===== src/rtl/srsh_pkg.sv =====
// Package for the sorted record state hash block.
// Holds the request and result types, item codes, the mix constant and the
// command and status structs between controller and datapath. No dependencies.
package srsh_pkg;

    localparam logic [63:0] GOLDEN = 64'h9e3779b97f4a7c15;

    typedef enum logic [1:0] {
        FUNC_START  = 2'd0,
        FUNC_HEADER = 2'd1,
        FUNC_RECORD = 2'd2,
        FUNC_FINISH = 2'd3
    } t_func;

    typedef struct packed {
        logic [1:0]         func;
        logic signed [63:0] seed_or_word;
        logic [7:0]         rec_kind;
        logic signed [31:0] rec_health;
        logic signed [23:0] rec_pos_x;
        logic signed [23:0] rec_pos_y;
        logic               rec_alive;
    } t_req;

    typedef struct packed {
        logic [63:0] final_hash;
        logic [6:0]  kept_count;
        logic        overflowed;
    } t_rsp;

    // Controller to datapath commands
    typedef struct packed {
        logic       rd_en;      // read store entry at the scan address
        logic       scan_first; // first read of a search pass: clear the best
        logic       commit;     // best key becomes the lower bound
        logic       mix_rec;    // mix one field of the best record
        logic [1:0] field;      // 0 kind, 1 hp, 2 x, 3 y
        logic       mix_cnt;    // mix the count and post the result
    } t_cmd;

    typedef struct packed {
        logic found;            // a key above the lower bound was seen
    } t_stat;

    // One hash-combine step
    function automatic logic [63:0] mix(input logic [63:0] h, input logic [63:0] v);
        mix = h ^ (v + GOLDEN + (h << 6) + (h >> 2));
    endfunction

    // Whole units of a signed 16.8 fixed-point position, truncated toward zero
    function automatic logic [63:0] pos_whole(input logic [23:0] p);
        logic [15:0] q;
        q = p[23:8];
        if (p[23] && (p[7:0] != 8'd0)) begin
            q = q + 16'd1;
        end
        pos_whole = {{48{q[15]}}, q};
    endfunction

endpackage


===== src/rtl/srsh_ctrl.sv =====
// Controller for the sorted record state hash: sequences the finish request
// through search passes over the store and the mix steps. Depends on srsh_pkg.
module srsh_ctrl #(
    parameter int MAX_RECORDS = 64,
    parameter int CW = $clog2(MAX_RECORDS + 1),
    parameter int AW = $clog2(MAX_RECORDS > 1 ? MAX_RECORDS : 2)
) (
    input  logic             i_clk,
    input  logic             i_rst_n,
    input  logic             i_fin,
    input  logic [CW-1:0]    i_count,
    input  logic [CW-1:0]    i_best_cnt,
    input  srsh_pkg::t_stat  i_stat,
    output srsh_pkg::t_cmd   o_cmd,
    output logic [AW-1:0]    o_raddr,
    output logic             o_idle
);
    import srsh_pkg::*;

    typedef enum logic [2:0] {
        S_IDLE, S_SCAN, S_LAST, S_DECIDE, S_MIX, S_CNT
    } t_state;

    t_state        r_state, n_state;
    logic [CW-1:0] r_idx, n_idx;
    logic [CW-1:0] r_copy, n_copy;
    logic [1:0]    r_step, n_step;

    // Next state and commands
    always_comb begin
        n_state = r_state;
        n_idx   = r_idx;
        n_copy  = r_copy;
        n_step  = r_step;
        o_cmd   = '0;
        o_cmd.field = r_step;
        case (r_state)
            S_IDLE: begin
                if (i_fin) begin
                    n_idx   = '0;
                    n_state = (i_count == '0) ? S_CNT : S_SCAN;
                end
            end
            S_SCAN: begin
                o_cmd.rd_en      = 1'b1;
                o_cmd.scan_first = (r_idx == '0);
                n_idx = r_idx + 1'b1;
                if (r_idx == i_count - 1'b1) begin
                    n_state = S_LAST;
                end
            end
            S_LAST: begin
                n_state = S_DECIDE;
            end
            S_DECIDE: begin
                n_copy = '0;
                n_step = '0;
                if (i_stat.found) begin
                    o_cmd.commit = 1'b1;
                    n_state = S_MIX;
                end else begin
                    n_state = S_CNT;
                end
            end
            S_MIX: begin
                o_cmd.mix_rec = 1'b1;
                n_step = r_step + 2'd1;
                if (r_step == 2'd3) begin
                    if (r_copy == i_best_cnt - 1'b1) begin
                        n_idx   = '0;
                        n_state = S_SCAN;
                    end else begin
                        n_copy = r_copy + 1'b1;
                    end
                end
            end
            S_CNT: begin
                o_cmd.mix_cnt = 1'b1;
                n_state = S_IDLE;
            end
            default: n_state = S_IDLE;
        endcase
    end

    // Hold state and counters
    always_ff @(posedge i_clk) begin
        if (!i_rst_n) begin
            r_state <= S_IDLE;
            r_idx   <= '0;
            r_copy  <= '0;
            r_step  <= '0;
        end else begin
            r_state <= n_state;
            r_idx   <= n_idx;
            r_copy  <= n_copy;
            r_step  <= n_step;
        end
    end

    assign o_raddr = r_idx[AW-1:0];
    assign o_idle  = (r_state == S_IDLE);
endmodule


===== config.mk =====
export PLATFORM = sky130hd
export DESIGN_NAME = srsh_ctrl
export DESIGN_NICKNAME = d
export VERILOG_FILES = /design/src/rtl/srsh_pkg.sv /design/src/rtl/srsh_ctrl.sv
export SDC_FILE = /design/constraint.sdc
export NUM_CORES = 1
export LEC_CHECK = 0
export BUFFER_PORTS_ARGS = -buffer_cell sky130_fd_sc_hd__buf_2
export CAP_MARGIN = 20
export CORE_UTILIZATION = 35
export DETAILED_ROUTE_END_ITERATION = 12
export PLACE_DENSITY = 0.62
export REMOVE_ABC_BUFFERS = 1
export SLEW_MARGIN = 40
export SYNTH_ARGS = -nofsm -noshare
export SYNTH_HDL_FRONTEND = slang
export SYNTH_SLANG_ARGS = --single-unit

===== constraint.sdc =====
create_clock -name i_clk -period 2.9 [get_ports i_clk]
set_clock_uncertainty 0.1 [all_clocks]
set_input_delay 0.435 -clock i_clk [delete_from_list [all_inputs] [get_ports i_clk]]
set_output_delay 0.435 -clock i_clk [all_outputs]
set_load 0.01 [all_outputs]

==> results of run 1 <==
[worst max-delay path, cell delays in order]
cell       delay (ns)
buf_2            0.12
inv_1            0.05
ha_1             0.19
nor2b_1          0.30
nand2b_1         0.10
a211oi_1         0.28
o211ai_2         0.17
o31a_1           0.41
a2111oi_2        0.36
nor2_1           0.08
[power breakdown]
group          internal [uW]  switching [uW]  total, uW
clock network           97.6            89.5        187
logic                   44.9            59.2        104
registers                264            7.69        272
total                    407             156        563
[cells in the mapped netlist (3+ instances only)]
library cell	count	share of area, %
a31oi_1	6	2.4
o211ai_1	3	1.4
o21ai_1	4	1.3
nand2b_1	5	2.0
or4_1	4	1.9
buf_4	6	2.8
o21ai_0	7	2.2
or3_1	3	1.2
nor2_1	18	4.2
nand3_1	12	3.8
a21oi_1	14	4.4
nor3_1	9	2.8
nand4b_1	3	1.7
nand2_1	20	4.7
o311ai_1	3	1.7
clkbuf_1	8	1.9
and3_1	4	1.6
dfxtp_1	19	24
inv_1	9	2.1
xnor2_1	11	6.1
o21a_1	3	1.4
mux2i_1	5	3.1
ha_1	6	4.7
xor2_1	3	1.7
[final cells by class]
type,instances,share of cell area (%)
multi-input cells,170,60.68
repair buffers,34,9.847
clock buffers,4,2.497
inverters,11,2.288
flip-flops and latches,19,21.08
well taps,52,3.606
[cells by family after synthesis]
logic type	share of synthesized area (%)
xor gates and xnor gates	8.727
DFF	23.90
buffers and inverters	7.311
and+or+nand+nor	30.27
muxes	3.145
adders and majority gates	4.717
AOI/OAI and AO/OA	21.94
[registers in the layout (all words and copies together), names as in the netlist]
| signal | count |
|---|---|
| r_idx | 7 |
| r_step | 2 |
| r_copy | 7 |
| r_state | 3 |
[layer usage]
| layer | track usage, % | vias up | share of wire, % |
|---|---|---|---|
| met5 | 0 | - | 0 |
| li1 | - | 812 | - |
| met1 | 22.60 | 716 | 51 |
| met3 | 0.8721 | 2 | 3.6 |
| met2 | 26.32 | 35 | 45 |
| met4 | 4.535 | 0 | 0.76 |
[worst min path at each step]
| stage | from | to | slack [ns] | depth (start not counted) |
|---|---|---|---|---|
| global placement | r_copy[6] | r_copy[6] | 0.41 | 2 |
| finish | i_stat | r_state[0] | 0.42 | 4 |
| detailed placement | r_copy[6] | r_copy[6] | 0.42 | 2 |
| global route | i_stat | r_state[0] | 0.48 | 4 |
| floorplan | r_copy[6] | r_copy[6] | 0.39 | 2 |
| CTS | i_stat | r_state[0] | 0.42 | 4 |
[metrics by stage]
stage	hold WS [ns]	area (sq um)	worst slack (ns)
4_1_cts	0.4166	1804	0.4090
6_report	0.4167	1804	0.4319
5_1_grt	0.4751	1804	0.1811
2_1_floorplan	0.3905	1516	0.5237
3_3_place_gp	0.4124	1759	0.1623
3_5_place_dp	0.4203	1759	0.1391
==> metrics.md, run 1 <==
| Metric | Value |
|---|---|
| Final Util | `41.44%` |
| Mapped Area | `0.001592 sq mm` |
| Status | `complete, no violations` |
| Core Region | `about 0.0044 sq mm` |
| Final ANT Viol Nets | `0` |
| Final WL | `between 3000 and 4000 um` |
| Routed wire per std cell | `12.77 um` |
| Starting density of the core | `36.55%` |
| Most common cell after layout, fill and taps aside | `buf_2` |
| Clock Tree Buf Depth | `2` |
| Syn-to-layout area delta | `13.36%` |
| DRC viols | `0` |
| Tcrit/Tclk final | `85.11%` |
| CTS Sinks | `19` |
| Crit. End Element | `flop` |
| Worst Setup Path Type | `input pin to flop` |
| H-tree levels | `1` |
| Post-CTS Hold Buffers | `0` |
| Netlist cell types | `45` |
| Vias in the first global route | `1436` |
| Final Hold Vio Count | `0` |
| Later-pin clock latency in the skew report | `0.25 ns` |
| Final Wtd Congestion | `0.8062` |
| Worst-path maximum fanout | `7` |
| Via/cell ratio | `5.397` |
| Footprint of the multi-input gates | `0.001095 sq mm` |
| Max_cap viols | `0` |
| Syn Inst Count | `214` |
| Setup crit end | `r_idx[0]` |
| Synth warn | `0` |
| PostCTS Resize Cnt | `0` |
| Fin nets | `263` |
| Share of cells above drive strength 1 | `18.49%` |
| FF+latch count, synth | `19` |
| HPWL Detailed | `2867 um` |
| DRT Pass-1 Iters | `4` |
| Reg2Reg Capture Point | `r_idx[0]` |
| Drt initial violations | `59` |
| Critical Path Start | `i_best_cnt[0]` |
| Die Area | `0.004821 sq mm` |
| Sequential cell area fraction in the yosys report | `between 20% and 30%` |
| Avg Cell Area, Syn | `~7.4 sq um` |
| Clock root cell | `clkbuf_8` |
| Placement Rows | `24` |
| Worst setup SP type | `input pin` |
| Slew @ Worst Pin | `roughly 0.46 ns` |
| Die Height | `approximately 69 um` |
| Die extent in x | `about 69 um` |
| Worst vdd rail ir drop | `approximately 0.13 mV` |
| Via Count | `approximately 1600` |
| Max Clk Rate | `about 410 MHz` |
| Antenna diode count | `0` |
| Initial antenna violation count | `0` |
| R2R Setup Slk | `between 0.5 and 0.6 ns` |
| Lkg Pwr | `0.0007226 uW` |
| Worst r2r path cells | `7` |
| Setup violations, final | `0` |
| RSZ-0062 raised after global routing | `false` |
| EDFF count, synth | `0` |
| Number of port buffers | `31` |
| Total grt overflow | `0` |
| First-pass GRT wire length | `between 6000 and 7000 um` |
| Main synth FF type | `dfxtp_1` |
| I/O pin count | `32` |
| Worst EP required | `between 2 and 3 ns` |
| Largest net degree at the start of global routing | `19` |
| HP Class | `input pin to flop` |
| Fin cells | `a little under 300` |
| Cts bufs inserted | `3` |
| Max Slew Vio Count | `0` |
| Register clock-pin slew on the reported worst setup and hold paths | `roughly 0.07 ns` |
| GRT Total Usage | `16.01%` |
| Commonest cells after routing, fill and taps aside | `31 x buf_2, 20 x nand2_1, 19 x dfxtp_1` |
| Placed cell count | `286` |
| Setup Buffers After CTS | `0` |
| Fillers | `469` |
| FFs w/ async S/R, synth | `0%` |
| Storage cell area | `380.4 sq um` |
| CTS tree | `built` |
| Setup_tns | `0 ns` |
| Max-slew headroom | `roughly 69%` |
| Final Power | `562.9 uW` |
| Crit path time final | `between 2 and 2.5 ns` |
| Power Density | `312.0 mW/mm^2` |
| R2r startpoint | `r_copy[6]` |
| CP arrival | `2.51 ns` |
Note: power is estimated with default switching activity, not from simulation.
==> run 2, diff against run 1 <==
--- a/config.mk
+++ b/config.mk
@@ -5,11 +5,12 @@
 export SDC_FILE = /design/constraint.sdc
 export NUM_CORES = 1
 export LEC_CHECK = 0
+export ABC_AREA = 1
 export BUFFER_PORTS_ARGS = -buffer_cell sky130_fd_sc_hd__buf_2
 export CAP_MARGIN = 20
 export CORE_UTILIZATION = 35
 export DETAILED_ROUTE_END_ITERATION = 12
-export PLACE_DENSITY = 0.62
+export PLACE_DENSITY = 0.61
 export REMOVE_ABC_BUFFERS = 1
 export SLEW_MARGIN = 40
 export SYNTH_ARGS = -nofsm -noshare
==> run 2 against run 1 <==
Synthesized cell count grew 47%. Total power grew to 3.1 times the previous value. Non-clock buffer count shrank 3. Critical path type is now flop to primary output.
==> metrics.md, run 2 <==
| Metric | Value |
|---|---|
| Status | `complete, no violations` |
| DRT Pass-1 Iters | `4` |
| Register clock-pin slew on the reported worst setup and hold paths | `roughly 0.080 ns` |
| Cell mode on critical path | `inv_1` |
| RSZ-0062 raised after global routing | `false` |
| Critical-path cell list | `inv_1 > nor3_4 > inv_1 > nor4_1 > buf_2` |
| CTS tree | `built` |
| I/O pin count | `32` |
| Max Slew Vio Count | `0` |
| Placement Rows | `25` |
| Fillers | `554` |
| Setup violations, final | `0` |
| Wl on met1 | `between 2000 and 2500 um` |
| PostCTS Resize Cnt | `0` |
| Top Registers | `r_copy: 7 flops, r_idx: 7 flops, r_state: 3 flops` |
| Vias in the first global route | `1702` |
| Mapped Area | `0.001785 sq mm` |
| Largest net degree at the start of global routing | `17` |
| Worst Setup Slack, final | `roughly 0.75 ns` |
| Via/cell ratio | `4.705` |
| CTS Sinks | `19` |
| Sequential cell area fraction in the yosys report | `21.30%` |
| Max_cap viols | `0` |
| First-pass GRT wire length | `7355 um` |
| Avg Cell Area, Syn | `approximately 5.7 sq um` |
| Syn-to-layout area delta | `12.19%` |
| Worst r2r path cells | `11` |
| Share of cells above drive strength 1 | `roughly 16%` |
| Netlist cell types | `30` |
| Starting density of the core | `between 30 and 40%` |
| Final ANT Viol Nets | `0` |
| FFs w/ async S/R, synth | `0%` |
| EDFF count, synth | `0` |
| Main synth FF type | `dfxtp_1` |
| Worst Setup Slack post-DPL | `0.5872 ns` |
| Worst hold stages | `1` |
| Worst vdd rail ir drop | `0.3869 mV` |
| Die Area | `0.005391 sq mm` |
| Yosys top cell area share | `between 20% and 30%` |
| Max Clk Rate | `465.8 MHz` |
| Slew @ Worst Pin | `0.4317 ns` |
| DRC viols | `0` |
| Clock root cell | `clkbuf_8` |
| Setup Buffers After CTS | `0` |
| Final Hold Vio Count | `0` |
| Top routing layer used | `met4` |
| Via Count | `1915` |
| Clock Tree Buf Depth | `2` |
| Number of port buffers | `31` |
| Synth warn | `0` |
| Area contributors post-synth | `dfxtp_1 21%, nand2_1 21%, inv_1 10%` |
| Worst EP required | `between 2 and 2.5 ns` |
| H-tree levels | `1` |
| HP Class | `flop to flop` |
| CP arrival | `1.61 ns` |
| Core Region | `0.004817 sq mm` |
| Worst-path maximum fanout | `8` |
| Later-pin clock latency in the skew report | `~0.26 ns` |
| Crit path largest cell delay | `0.39 ns` |
| Wire length on met2 | `roughly 1800 um` |
| Crit path time final | `~2.1 ns` |
| Antenna diode count | `0` |
| Initial antenna violation count | `0` |
| Final Wtd Congestion | `0.8322` |
| GRT Total Usage | `17.06%` |
| Total grt overflow | `0` |
| Tcrit/Tclk final | `74.02%` |
| Fin nets | `365` |
| Die Height | `73.43 um` |
| Lkg Pwr | `0.001086 uW` |
| Worst setup SP type | `flop` |
| Most frequent cell after synthesis | `nand2_1` |
| Drt initial violations | `80` |
| Post-synth top cells | `100 x nand2_1, 49 x inv_1, 43 x nor2_1, 27 x nand3_1, 19 x dfxtp_1` |
| Met3 wire length | `160 um` |
| Most common cell after layout, fill and taps aside | `nand2_1` |
| Final WL | `4156 um` |
| Worst Setup Path Type | `flop to primary output` |
| Max-slew headroom | `71.22%` |
| CP max stage cell | `dfxtp_1` |
| FF+latch count, synth | `19` |
| Routed wire per std cell | `10.21 um` |
| Commonest cells after routing, fill and taps aside | `100 x nand2_1, 49 x inv_1, 43 x nor2_1` |
| Post-CTS Hold Buffers | `0` |
| Die extent in x | `between 70 and 80 um` |
| Syn Inst Count | `315` |
| Power Density | `870.3 mW/mm^2` |
| Yosys top cell by area | `dfxtp_1` |
| HPWL Detailed | `3334 um` |
| Cts bufs inserted | `3` |
| Crit. End Element | `primary output` |
| Setup_tns | `0 ns` |
==> run 2: report_power, final <==
group	switching [uW]	internal [uW]	leakage (uW)
registers	119	361	0.000156
clock network	90.3	95.5	0.0000255
logic	693	386	0.000905
==> run 2: stage by stage <==
stage / area (sq um) / utilization (%) / hold WS, ns / total power [uW] / instances
6_report: 2003 / 41.58 / 0.3831 / 1743 / 407
5_1_grt: 2003 / 41.58 / 0.4234 / 1957 / 407
4_1_cts: 2003 / 41.58 / 0.3854 / 1758 / 407
3_5_place_dp: 1957 / 40.62 / 0.3694 / 1562 / 403
3_3_place_gp: 1957 / 40.62 / 0.3649 / 1546 / 403
2_1_floorplan: 1718 / - / 0.3879 / 1283 / 305
==> run 2: kinds of logic (layout without fill, tap and decap cells) <==
logic type	count (synthesis)	in the layout	share of synthesized area (%)
AO/OA/AOI/OAI	15	15	4.835
XOR/XNOR	6	6	2.944
adder cells (fa/ha/maj)	6	6	4.205
buffers and inverters	63	88	15.07
flip-flops	19	19	21.30
AND/OR/NAND/NOR	206	206	51.65
==> run 2: routing by layer <==
layer  GRT usage [%]  vias up
met5               0        -
met4           1.282        0
met3           3.292        2
met2           28.19       39
met1           23.94      841
li1                -     1033
==> run 2: cell type report <==
type | count | area (sq um) | share of cell area (%)
Multi-Input combinational cell | 233 | 1136 | 56.71
Inverter | 53 | 201.4 | 10.06
Clock buffer | 3 | 41.29 | 2.061
Sequential cell | 19 | 380.4 | 18.99
Clock inverter | 1 | 5.005 | 0.2498
Timing Repair Buffer | 31 | 155.1 | 7.745
Tap cell | 67 | 83.83 | 4.185
==> run 2: path summary, 6_finish.rpt <==
kind | start | end | slack [ns]
worst min register to register | r_step[0] | r_step[0] | 0.38
worst max register to register | r_state[1] | r_idx[4] | 0.82
worst max-delay path | r_state[0] | o_cmd[5] | 0.75
worst min-delay path | r_step[0] | r_step[0] | 0.38
==> run 2: worst max-delay path: cells and delay by family (launching register included) <==
kind,cells,cell delay (ns)
buffers and inverters,3,0.50
DFF,1,0.39
and+or+nand+nor,2,0.47
==> run 3, diff against run 2 <==
==> constraint.sdc (replaced) <==
create_clock -name i_clk -period 2 [get_ports i_clk]
set_clock_uncertainty 0.1 [all_clocks]
set_input_delay 0.3 -clock i_clk [delete_from_list [all_inputs] [get_ports i_clk]]
set_output_delay 0.3 -clock i_clk [all_outputs]
set_load 0.01 [all_outputs]
==> run 3 against run 2 <==
Sequential share of layout area is 0.61 points lower. Critical path depth is 6 higher. Routed wire length is 0.67% higher. Critical path type is now flop to flop. Largest cell class unchanged.
==> metrics.md, run 3 (same netlist as run 2, synthesis figures left out) <==
| Metric | Value |
|---|---|
| Final Wtd Congestion | `0.8520` |
| Setup violations, final | `0` |
| Max Slew Vio Count | `0` |
| Lkg Pwr | `0.001124 uW` |
| Syn-to-layout area delta | `15.91%` |
| Slew @ Worst Pin | `about 0.33 ns` |
| Sw frac | `between 50% and 60%` |
| H-tree levels | `1` |
| Status | `complete, no violations` |
| HPWL Detailed | `3367 um` |
| Total grt overflow | `0` |
| Via/cell ratio | `4.577` |
| Starting density of the core | `37.06%` |
| Share of cells above drive strength 1 | `17.77%` |
| Final WL | `~4200 um` |
| CTS Sinks | `19` |
| R2R Setup Slk | `around 0.22 ns` |
| Worst r2r path cells | `11` |
| Tcrit/Tclk final | `88.98%` |
| Initial antenna violation count | `0` |
| Cts bufs inserted | `3` |
| Worst EP required | `about 2.1 ns` |
| Die Area | `0.005391 sq mm` |
| PostCTS Resize Cnt | `0` |
| Reg2Reg Capture Point | `r_idx[6]` |
| Setup_tns | `0 ns` |
| Via Count | `approximately 1900` |
| Final Power | `2599 uW` |
| DRT Pass-1 Iters | `4` |
| Clock Tree Buf Depth | `2` |
| HP Class | `input pin to flop` |
| Fin nets | `~370` |
| Final Hold Vio Count | `0` |
| DRC viols | `0` |
| Core Region | `0.004817 sq mm` |
| Max_cap viols | `0` |
| Number of port buffers | `31` |
| Die extent in x | `73.43 um` |
| Register clock-pin slew on the reported worst setup and hold paths | `0.07 ns` |
| Worst Setup Path Type | `flop to flop` |
| GRT Total Usage | `~17%` |
| Commonest cells after routing, fill and taps aside | `100 x nand2_1, 49 x inv_1, 43 x nor2_1` |
| Final ANT Viol Nets | `0` |
| Worst hold stages | `3` |
| Post-CTS Hold Buffers | `0` |
| Worst setup SP type | `flop` |
| CTS tree | `built` |
| Int Pwr | `between 1000 and 1500 uW` |
| Net Sw Power | `1319 uW` |
| Routed wire per std cell | `slightly above 10 um` |
| Drt initial violations | `125` |
| DP Area | `0.002024 sq mm` |
| Vias in the first global route | `around 1700` |
| Later-pin clock latency in the skew report | `0.26 ns` |
| Antenna diode count | `0` |
| Top Registers | `r_copy: 7 flops, r_idx: 7 flops, r_state: 3 flops` |
| RSZ-0062 raised after global routing | `false` |
| Design Area, Final | `0.002069 sq mm` |
| Max Clk Rate | `561.9 MHz` |
| CP arrival | `1.87 ns` |
| Largest net degree at the start of global routing | `17` |
| Placement Rows | `25` |
| Setup Buffers After CTS | `0` |
| Max-slew headroom | `77.80%` |
| Clk pwr share | `roughly a tenth` |
| Most common cell after layout, fill and taps aside | `nand2_1` |
| Worst vdd rail ir drop | `0.6519 mV` |
| I/O pin count | `32` |
| First-pass GRT wire length | `about 7200 um` |
| Sequential power share | `26.8%` |
| Critical Path Start | `r_state[1]` |
| Die Height | `73.43 um` |
| Hold EP | `r_copy[6]` |
| R2r startpoint | `r_state[1]` |
| Crit. End Element | `flop` |
| Crit path time final | `1.780 ns` |
| Clock root cell | `clkbuf_8` |
| Worst hold start | `i_rst_n` |
| Logic pwr share | `62.8%` |
| Worst-path maximum fanout | `8` |
| Power Density | `1256 mW/mm^2` |
[run 3: cell count changes in the layout (fill, tap and decap cells not counted), sizes merged]
cell	change
buf	+9
clkbuf	+1
clkinv	-1
[run 3: final cells by class]
cell class / count / area [sq um]
Fill cell: 557 / 2748
Multi-Input combinational cell: 233 / 1136
Sequential cell: 19 / 380.4
Timing Repair Buffer: 40 / 222.7
Inverter: 53 / 201.4
Tap cell: 67 / 83.83
Clock buffer: 4 / 45.04
[run 3: power groups by stage]
| stage | Clock (uW) | Combinational, uW | Sequential [uW] |
|---|---|---|---|
| finish | 271 | 1630 | 696 |
| global route | 297 | 1920 | 714 |
| CTS | 284 | 1640 | 696 |
| detailed placement | 0 | 1630 | 704 |
| global placement | 0 | 1630 | 703 |
| floorplan | 0 | 1180 | 682 |
[run 3: per-layer routing]
metal	track usage, %	up-vias	share of wire (%)
li1	-	1044	-
met1	22.69	809	52
met2	27.78	46	43
met3	3.155	5	4.3
met4	2.778	0	0.53
met5	0	-	0
[run 3: worst max-delay path by stage]
stage / end / slack (ns) / depth (start not counted)
after global routing: r_state[0] / 0.04 / 15
after global placement: r_idx[1] / 0.06 / 13
after detailed placement: r_idx[4] / 0.01 / 13
after floorplan: r_idx[4] / 0.21 / 11
final: r_idx[6] / 0.22 / 11
after CTS: o_cmd[5] / 0.21 / 5
[run 3: critical path: stages, from the launching register on]
cell and delay, ns:
dfxtp_1 0.51, nor2_2 0.08, inv_2 0.11, nor2_4 0.04
inv_2 0.08, or2_1 0.21, nand2_4 0.08, inv_4 0.09
nand3_2 0.18, nand2_1 0.10, inv_1 0.04, nor2_1 0.10
[run 3: stage by stage]
step	util (%)	setup WS, ns	std cells	hold slack [ns]
6_report	42.96	0.2203	416	0.3176
3_3_place_gp	42.03	0.05899	412	0.3582
2_1_floorplan	-	0.2083	305	0.3204
5_1_grt	42.96	0.04044	416	0.3277
3_5_place_dp	42.03	0.01180	412	0.3917
4_1_cts	42.96	0.2137	416	0.3135
